### src/hdl/assert_macros.svh
// Assertion macros shared by the cache RTL.
// No dependencies; checks clock on i_clk and are disabled while i_rst_n is low.
`ifndef ASSERT_MACROS_SVH
`define ASSERT_MACROS_SVH
`ifndef NO_ASSERTIONS
`define LKVC_ASSERT(lbl, prop, msg) \
    lbl: assert property (@(posedge i_clk) disable iff (!i_rst_n) (prop)) else $error(msg);
`define LKVC_ASSERT_NEXT(lbl, ante, cons, msg) \
    lbl: assert property (@(posedge i_clk) disable iff (!i_rst_n) (ante) |=> (cons)) \
        else $error(msg);
`else
`define LKVC_ASSERT(lbl, prop, msg)
`define LKVC_ASSERT_NEXT(lbl, ante, cons, msg)
`endif
`endif

### src/hdl/lkvc_pkg.sv
// Shared constants, types and control structs for the LRU key/value cache.
// No dependencies.
`default_nettype none
package lkvc_pkg;
    localparam int ENTRIES   = 16;
    localparam int IDX_W     = (ENTRIES > 1) ? $clog2(ENTRIES) : 1;
    localparam int CNT_W     = $clog2(ENTRIES + 1);
    localparam int CAP_W     = 5;
    localparam int CMP_W     = (CNT_W > CAP_W) ? CNT_W : CAP_W;
    localparam int KEY_W     = 32;
    localparam int VAL_W     = 32;
    localparam logic [CAP_W-1:0] CAP_RESET  = CAP_W'(16);
    localparam logic [VAL_W-1:0] MISS_VALUE = '1;

    typedef enum logic {
        CMD_GET = 1'b0,
        CMD_SET = 1'b1
    } t_cmd;

    typedef enum logic [1:0] {
        ST_IDLE,
        ST_SCAN,
        ST_UPDATE
    } t_state;

    typedef struct packed {
        logic scan_start;
        logic scan_step;
        logic commit;
    } t_dp_cmd;

    typedef struct packed {
        logic scan_done;
    } t_dp_stat;
endpackage
`default_nettype wire

### src/hdl/lkvc_dp.sv
// Datapath: slot key/value memories, rank and valid registers, scan compare,
// commit logic and result register. Depends on lkvc_pkg and assert_macros.svh.
`default_nettype none
`include "assert_macros.svh"
module lkvc_dp (
    input  wire                          i_clk,
    input  wire                          i_rst_n,
    input  wire lkvc_pkg::t_dp_cmd       i_cmd,
    output lkvc_pkg::t_dp_stat           o_stat,
    input  wire                          i_cfg_valid,
    output logic                         o_cfg_ready,
    input  wire [lkvc_pkg::CAP_W-1:0]    i_cfg_data,
    input  wire [0:0]                    i_op,
    input  wire [lkvc_pkg::KEY_W-1:0]    i_key,
    input  wire [lkvc_pkg::VAL_W-1:0]    i_wval,
    output logic                         o_hit,
    output logic [lkvc_pkg::VAL_W-1:0]   o_rval
);
    import lkvc_pkg::*;

    // slot storage
    logic [KEY_W-1:0] mem_key [ENTRIES];
    logic [VAL_W-1:0] mem_val [ENTRIES];
    logic [ENTRIES-1:0] r_valid;
    logic [IDX_W-1:0]   r_rank [ENTRIES];
    logic [CNT_W-1:0]   r_fill;
    logic [CAP_W-1:0]   r_cap;

    // item being worked on
    t_cmd             r_op;
    logic [KEY_W-1:0] r_key;
    logic [VAL_W-1:0] r_wval;

    // scan
    logic [CNT_W-1:0] r_idx;
    logic             r_cmp_vld;
    logic [IDX_W-1:0] r_cmp_idx;
    logic [KEY_W-1:0] r_key_q;
    logic [VAL_W-1:0] r_val_q;

    logic             r_found, r_free, r_lru_any;
    logic [IDX_W-1:0] r_found_idx, r_found_rank, r_free_idx, r_lru_idx;
    logic [VAL_W-1:0] r_found_val;

    logic [VAL_W-1:0] r_out_val;
    logic             r_out_hit;

    logic             cmp_valid, cmp_match, cmp_free, cmp_lru;
    logic [IDX_W-1:0] cmp_rank;
    logic [CNT_W-1:0] fill_m1;
    logic [IDX_W-1:0] lru_rank;
    logic [CMP_W-1:0] cap_ext, cap_eff;
    logic             have_room, is_set, ins_free, evict, do_promote, do_write;
    logic [IDX_W-1:0] tgt, limit;
    logic             rd_en;

    assign o_cfg_ready = 1'b1;

    assign fill_m1  = r_fill - CNT_W'(1);
    assign lru_rank = fill_m1[IDX_W-1:0];

    assign cmp_valid = r_valid[r_cmp_idx];
    assign cmp_rank  = r_rank[r_cmp_idx];
    assign cmp_match = r_cmp_vld && cmp_valid && (r_key_q == r_key);
    assign cmp_free  = r_cmp_vld && !cmp_valid;
    assign cmp_lru   = r_cmp_vld && cmp_valid && (cmp_rank == lru_rank);

    assign rd_en = i_cmd.scan_step && (r_idx < CNT_W'(ENTRIES));
    assign o_stat.scan_done = (r_idx == CNT_W'(ENTRIES)) && !r_cmp_vld;

    // capacity clamp: zero acts as one, beyond the slot count acts as full
    always_comb begin
        cap_ext = CMP_W'(r_cap);
        cap_eff = cap_ext;
        if (cap_ext == '0) begin
            cap_eff = CMP_W'(1);
        end else if (cap_ext > CMP_W'(ENTRIES)) begin
            cap_eff = CMP_W'(ENTRIES);
        end
    end

    assign have_room  = CMP_W'(r_fill) < cap_eff;
    assign is_set     = (r_op == CMD_SET);
    assign ins_free   = !r_found && is_set && have_room && r_free;
    assign evict      = !r_found && is_set && !ins_free && r_lru_any;
    assign do_promote = r_found || ins_free || evict;
    assign do_write   = is_set && do_promote;
    assign tgt   = r_found ? r_found_idx : (ins_free ? r_free_idx : r_lru_idx);
    assign limit = r_found ? r_found_rank : lru_rank;

    // control state
    always_ff @(posedge i_clk) begin
        if (!i_rst_n) begin
            r_valid   <= '0;
            r_fill    <= '0;
            r_cap     <= CAP_RESET;
            r_idx     <= '0;
            r_cmp_vld <= 1'b0;
            r_found   <= 1'b0;
            r_free    <= 1'b0;
            r_lru_any <= 1'b0;
        end else begin
            if (i_cfg_valid) begin
                r_cap <= i_cfg_data;
            end
            if (i_cmd.scan_start) begin
                r_idx     <= '0;
                r_cmp_vld <= 1'b0;
                r_found   <= 1'b0;
                r_free    <= 1'b0;
                r_lru_any <= 1'b0;
            end else if (i_cmd.scan_step) begin
                r_cmp_vld <= rd_en;
                if (rd_en) begin
                    r_idx <= r_idx + CNT_W'(1);
                end
                if (cmp_match) begin
                    r_found <= 1'b1;
                end
                if (cmp_free) begin
                    r_free <= 1'b1;
                end
                if (cmp_lru) begin
                    r_lru_any <= 1'b1;
                end
            end
            if (i_cmd.commit && ins_free) begin
                r_valid[tgt] <= 1'b1;
                r_fill       <= r_fill + CNT_W'(1);
            end
        end
    end

    // item latch, scan captures, result register
    always_ff @(posedge i_clk) begin
        if (i_cmd.scan_start) begin
            r_op   <= t_cmd'(i_op);
            r_key  <= i_key;
            r_wval <= i_wval;
        end
        if (i_cmd.scan_step) begin
            r_cmp_idx <= r_idx[IDX_W-1:0];
            if (cmp_match && !r_found) begin
                r_found_idx  <= r_cmp_idx;
                r_found_rank <= cmp_rank;
                r_found_val  <= r_val_q;
            end
            if (cmp_free && !r_free) begin
                r_free_idx <= r_cmp_idx;
            end
            if (cmp_lru) begin
                r_lru_idx <= r_cmp_idx;
            end
        end
        if (i_cmd.commit) begin
            r_out_hit <= r_found;
            r_out_val <= (r_found && !is_set) ? r_found_val : MISS_VALUE;
        end
    end

    // recency ranks: the promoted slot goes to 0, younger entries age by one
    always_ff @(posedge i_clk) begin
        if (i_cmd.commit && do_promote) begin
            for (int i = 0; i < ENTRIES; i++) begin
                if (IDX_W'(i) == tgt) begin
                    r_rank[i] <= '0;
                end else if (r_valid[i] && (ins_free || r_rank[i] < limit)) begin
                    r_rank[i] <= r_rank[i] + IDX_W'(1);
                end
            end
        end
    end

    // key and value memories: one write port, one registered read port
    always_ff @(posedge i_clk) begin
        if (i_cmd.commit && do_write) begin
            mem_key[tgt] <= r_key;
            mem_val[tgt] <= r_wval;
        end
        if (rd_en) begin
            r_key_q <= mem_key[r_idx[IDX_W-1:0]];
            r_val_q <= mem_val[r_idx[IDX_W-1:0]];
        end
    end

    assign o_hit  = r_out_hit;
    assign o_rval = r_out_val;

    `LKVC_ASSERT(a_fill_matches_valid, $countones(r_valid) == int'(r_fill), "fill count out of step")
    `LKVC_ASSERT(a_fill_bound, r_fill <= CNT_W'(ENTRIES), "fill count beyond slot count")
    `LKVC_ASSERT(a_no_dup_key, !(i_cmd.scan_step && r_found && cmp_match), "key stored twice")
    `LKVC_ASSERT_NEXT(a_insert_grows, i_cmd.commit && ins_free, r_fill == $past(r_fill) + CNT_W'(1), "insert did not grow fill")
endmodule
`default_nettype wire

### src/hdl/lkvc_ctrl.sv
// Controller: sequences accept, slot scan and commit; owns the result valid flag.
// Depends on lkvc_pkg and assert_macros.svh.
`default_nettype none
`include "assert_macros.svh"
module lkvc_ctrl (
    input  wire                 i_clk,
    input  wire                 i_rst_n,
    input  wire                 i_s_tvalid,
    output logic                o_s_tready,
    output logic                o_m_tvalid,
    input  wire                 i_m_tready,
    output lkvc_pkg::t_dp_cmd   o_cmd,
    input  wire lkvc_pkg::t_dp_stat i_stat
);
    import lkvc_pkg::*;

    t_state r_state, n_state;
    logic   r_m_tvalid;

    always_ff @(posedge i_clk) begin
        if (!i_rst_n) begin
            r_state    <= ST_IDLE;
            r_m_tvalid <= 1'b0;
        end else begin
            r_state <= n_state;
            if (o_cmd.commit) begin
                r_m_tvalid <= 1'b1;
            end else if (i_m_tready) begin
                r_m_tvalid <= 1'b0;
            end
        end
    end

    always_comb begin
        n_state    = r_state;
        o_cmd      = '0;
        o_s_tready = 1'b0;
        unique case (r_state)
            ST_IDLE: begin
                o_s_tready = 1'b1;
                if (i_s_tvalid) begin
                    o_cmd.scan_start = 1'b1;
                    n_state          = ST_SCAN;
                end
            end
            ST_SCAN: begin
                o_cmd.scan_step = 1'b1;
                if (i_stat.scan_done) begin
                    n_state = ST_UPDATE;
                end
            end
            ST_UPDATE: begin
                // result register must be free or draining this cycle
                if (!r_m_tvalid || i_m_tready) begin
                    o_cmd.commit = 1'b1;
                    n_state      = ST_IDLE;
                end
            end
            default: begin
                n_state = ST_IDLE;
            end
        endcase
    end

    assign o_m_tvalid = r_m_tvalid;

    `LKVC_ASSERT(a_result_from_commit, $rose(r_m_tvalid) |-> $past(r_state == ST_UPDATE), "result without commit")
    `LKVC_ASSERT_NEXT(a_accept_scans, i_s_tvalid && o_s_tready, r_state == ST_SCAN, "accept did not start scan")
    `LKVC_ASSERT_NEXT(a_no_overwrite, r_state == ST_UPDATE && r_m_tvalid && !i_m_tready, r_state == ST_UPDATE && r_m_tvalid, "pending result overwritten")
endmodule
`default_nettype wire

### src/hdl/lru_key_value_cache.sv
// Top level of the fully associative LRU key/value cache.
// Depends on lkvc_pkg, lkvc_ctrl and lkvc_dp.
`default_nettype none
// Fully associative key/value cache of lkvc_pkg::ENTRIES slots with least-
// recently-used replacement. Each input transaction is a get (tuser 0) or a set
// (tuser 1) on a 32-bit key; each produces exactly one output transaction
// carrying the hit flag and, for a get hit, the stored value (all ones on a
// get miss and on any set). A hit, get or set, makes the entry the most recent.
// A set miss fills the lowest free slot while fewer entries than the configured
// capacity are held, otherwise it replaces the least recent entry. Capacity is
// written on the cfg channel (0 acts as 1, above the slot count acts as full);
// lowering it drops nothing, later set misses simply evict instead of filling.
// Write it only while no transaction is in flight. The store starts empty and
// needs no clearing pass after reset. One item is handled at a time: it is
// accepted, the slots are scanned through the single registered read port of
// the key and value memories, and the result is committed. The next item is
// accepted while the previous result still waits in the output register; a
// commit waits only while that register is full and is not being drained.
module lru_key_value_cache (
    input  wire                  i_clk,
    input  wire                  i_rst_n,
    // configuration: capacity
    input  wire                  i_cfg_valid,
    output logic                 o_cfg_ready,
    input  wire [lkvc_pkg::CAP_W-1:0] i_cfg_data,
    // input stream
    input  wire                  i_s_tvalid,
    output logic                 o_s_tready,
    input  wire [lkvc_pkg::KEY_W+lkvc_pkg::VAL_W-1:0] i_s_tdata, // [31:0] key, [63:32] write_value
    input  wire [0:0]            i_s_tuser,   // [0] command
    // output stream
    output logic                 o_m_tvalid,
    input  wire                  i_m_tready,
    output logic [lkvc_pkg::VAL_W-1:0] o_m_tdata, // [31:0] read_value
    output logic [0:0]           o_m_tuser    // [0] hit
);
    import lkvc_pkg::*;

    t_dp_cmd  dp_cmd;
    t_dp_stat dp_stat;
    logic     hit;

    lkvc_ctrl u_ctrl (
        .i_clk      (i_clk),
        .i_rst_n    (i_rst_n),
        .i_s_tvalid (i_s_tvalid),
        .o_s_tready (o_s_tready),
        .o_m_tvalid (o_m_tvalid),
        .i_m_tready (i_m_tready),
        .o_cmd      (dp_cmd),
        .i_stat     (dp_stat)
    );

    lkvc_dp u_dp (
        .i_clk       (i_clk),
        .i_rst_n     (i_rst_n),
        .i_cmd       (dp_cmd),
        .o_stat      (dp_stat),
        .i_cfg_valid (i_cfg_valid),
        .o_cfg_ready (o_cfg_ready),
        .i_cfg_data  (i_cfg_data),
        .i_op        (i_s_tuser),
        .i_key       (i_s_tdata[KEY_W-1:0]),
        .i_wval      (i_s_tdata[KEY_W+VAL_W-1:KEY_W]),
        .o_hit       (hit),
        .o_rval      (o_m_tdata)
    );

    assign o_m_tuser = hit;
endmodule
`default_nettype wire

### config.mk
export PLATFORM = sky130hd
export DESIGN_NAME = lru_key_value_cache
export DESIGN_NICKNAME = d
export VERILOG_FILES = /design/src/hdl/lkvc_pkg.sv /design/src/hdl/lkvc_dp.sv /design/src/hdl/lkvc_ctrl.sv /design/src/hdl/lru_key_value_cache.sv
export VERILOG_INCLUDE_DIRS = /design/src /design/src/hdl
export SDC_FILE = /design/constraint.sdc
export NUM_CORES = 1
export LEC_CHECK = 0
export ABC_AREA = 1
export BUFFER_PORTS_ARGS = -buffer_cell sky130_fd_sc_hd__buf_2
export CORE_MARGIN = 5
export CORE_UTILIZATION = 55
export DETAILED_ROUTE_END_ITERATION = 8
export PLACE_DENSITY = 0.79
export SLEW_MARGIN = 20
export SYNTH_ARGS = -nofsm -noshare
export SYNTH_HDL_FRONTEND = slang
export SYNTH_SLANG_ARGS = --single-unit
export TNS_END_PERCENT = 5
### constraint.sdc
create_clock -name i_clk -period 15.2 [get_ports i_clk]
set_input_delay 0.76 -clock i_clk [delete_from_list [all_inputs] [get_ports i_clk]]
set_output_delay 0.76 -clock i_clk [all_outputs]
set_load 0.05 [all_outputs]
==> reports/summary.txt <==
worst reg-to-reg path cell count - 16
Pre-antenna DRT Iters - 8
Max clock buf depth - 3
GR Util All Layers - 24.6%
Clock transition at path regs - 60 ps
H-tree Lvls - 4
Design Power - 7.72 mW
DRC Markers - 0
Final Setup Violations - 0
most common cell after layout, fill and taps aside - edfxtp_1
FILL cells - 6703
main flop type after synthesis - edfxtp_1
post-synth top area cell - edfxtp_1
Die Wd - 323 um
vias in the first global route - 33.4k
io pins - 111
Unique masters post-synth - 42
Setup CP Type - register to register
CP arrival - 4990 ps
placed cells - 5403
fin cells - 5650
share of layout cells above drive strength 1 - 10.6%
worst hold start - i_s_tdata[25]
Syn Inst Count - 4195
yosys warns - 0
Placement Cell Area - 55600 sq um
Yosys reg bits - 1344
post-synth top area share - 72.7%
Post-Layout Inst Area - 60100 sq um
synth top area cells - edfxtp_1 73%, o21ai_0 5.2%, nor2_1 4.4%
drt total wl - 130000 um
largest net degree at the start of global routing - 250
RR Startpoint - u_dp.cap_ext[2]
hold violation total from the final report - 0
Via Count - 34.5k
die span in y - 323 um
Skew-Pair Late Insertion Delay - 780 ps
Port Buffers - 109
Mapped Area - 53800 sq um
hold depth - 1
critical path startpoint category - register
Cell Pwr Density - 128 nW/um^2
initial core utilization - 55.6%
status - finished, final reports clean
postcts setup bufs - 0
worst vdd ir - 0.134 mV
ANT nets after route - 0
path type of the worst min-delay path - input pin to register
setup TNS - 0 ps
worst relative slew slack - 23.0%
share of the yosys chip area belonging to registers - 74.2%
Crit Reg-Reg Endpoint - u_dp.mem_val[2][8]
crit end category - register
initial antenna violation count - 3
Vias/cell - 6.11
antenna fix cells - 0
area grow syn2layout - 11.7%
post-detail-place hpwl - 70300 um
Wirelength per Cell - 23.0 um
Tightest Pin Transition - 1160 ps
CP max stage cell - nor2_4
Remaining Overflow, GRT - 0
max-cap violation count - 0
DIE AREA - 104000 sq um
RSZ-0062 raised after global routing - no
TritonCTS clock tree - done
Clock Skews - 46.0 ps
commonest cells after routing, fill and taps aside - 1302 x edfxtp_1, 602 x nor2_1, 557 x o21ai_0
reg2reg setup slack - 10580 ps
Max stage delay on crit path - 770 ps
Max Slew Vio Count - 0
number of flops mapped to enable cells by yosys - 1302
slack of the critical path - 10580 ps
hold endpoint - u_dp.r_key[25]
clock tree sinks - 1344
Iter 0 DRT Violations - 4858
CP dominant cell by count - nand2_1
Min Hold Slack - 173 ps
syn nets - 4342
ys async rst share - 0%
final net count - 4415
fin util - 62.1%
post-cts sizing count - 0
RePlAce Congestion - 0.891
worst-path cell chain - nor2_1, nand2_1, nand2_1, nand2_1, ha_1, nand2_1, nor2_1, nand2_2, nand2_4, nand2_1, nand3_1, nand2_1, nor2_2, nand3_1, nor2_4, buf_4
Tmin final - 4620 ps
core area - 96900 sq um
fin crit share - 30.4%
Worst EP required - 15570 ps
Peak Freq - 216 MHz
CTS buffer count - 134
first-pass GRT wire length - 196000 um
Clock Tree Root - clkbuf_16
Site Rows - 114
LEAKAGE - 20.2 nW
Avg Cell Area, Syn - 12.8 sq um
Setup WS pre-CTS - 10620 ps
Hold-fix buffers, CTS - 0
critical path peak fanout - 41
==> per-layer routing <==
layer | share of wire [%] | routed length [um] | up-vias | track usage, %
li1 | - | - | 15300 | -
met1 | 38 | 48900 | 16700 | 33.6
met2 | 48 | 62700 | 2110 | 39.8
met3 | 10 | 13500 | 327 | 4.34
met4 | 3.7 | 4870 | 0 | 9.76
met5 | 0 | 0 | - | 0
==> cell usage after synthesis, types with 5 or more instances <==
cell type	n
nand4_1	71
nor2_1	624
nor3_1	9
nand3_2	12
buf_1	7
buf_4	6
nand3_1	138
o21ai_0	560
xor2_1	25
clkbuf_1	167
inv_2	5
buf_2	45
o21ai_1	8
xnor2_1	18
or2_2	5
nor2_2	25
a21oi_1	62
buf_6	7
dfxtp_1	42
ha_1	72
inv_1	177
nand2_2	13
edfxtp_1	1302
nand2_1	503
o22ai_1	261
nand3_4	6
==> power breakdown <==
part	internal [mW]	switching, mW
clock	1.84	1.42
combinational	0.0869	0.211
sequential	4.10	0.0640
total	6.02	1.70
==> flip-flops by register name, indices dropped and copies added (netlist names), 32 cells and up, named ones only <==
register / flops
u_dp.mem_key: 512
u_dp.mem_val: 512
u_dp.o_rval: 32
u_dp.r_found_val: 32
u_dp.r_key: 32
u_dp.r_key_q: 32
u_dp.r_rank: 64
u_dp.r_val_q: 32
u_dp.r_wval: 32
==> worst max path at each step <==
stage                               start                   to  slack (ps)  cells past startpoint
after floorplan                i_m_tready  u_dp.mem_key[11][0]        8050                      7
after global placement    u_dp.cap_ext[2]  u_dp.mem_val[2][21]       10580                     16
after detailed placement  u_dp.cap_ext[2]   u_dp.mem_val[2][6]       10620                     16
after CTS                 u_dp.cap_ext[2]  u_dp.mem_val[2][11]       10590                     16
after global routing      u_dp.cap_ext[2]  u_dp.mem_val[2][21]       10280                     16
final                     u_dp.cap_ext[2]   u_dp.mem_val[2][8]       10580                     16
==> critical path: cells and delay by family, from the launching register on <==
family                     cells  cell delay (ps)
and+or+nand+nor               14             2830
adders and majority gates      1              270
buffers and inverters          1              760
DFF                            1              320
==> final cells by class <==
class	count	area, sq um	area share, %
Multi-Input combinational cell	2437	12400	20.6
Sequential cell	1344	39900	66.4
Inverter	182	699	1.16
Clock buffer	159	3480	5.79
Clock inverter	83	892	1.48
Timing Repair Buffer	169	1140	1.90
Tap cell	1276	1600	2.66
==> logic make-up (layout without fill, tap and decap cells) <==
logic type / count (synthesis) / after routing / share of synthesized area (%)
xor+xnor: 43 / 43 / 0.700
buf+inv: 414 / 593 / 3.13
compound gates: 899 / 899 / 9.02
other cells: 1 / 1 / 0.00697
simple gates: 1422 / 1422 / 11.3
fa+ha+maj: 72 / 72 / 1.67
flops: 1344 / 1344 / 74.2
No activity file was read; power rests on OpenSTA's default activity.
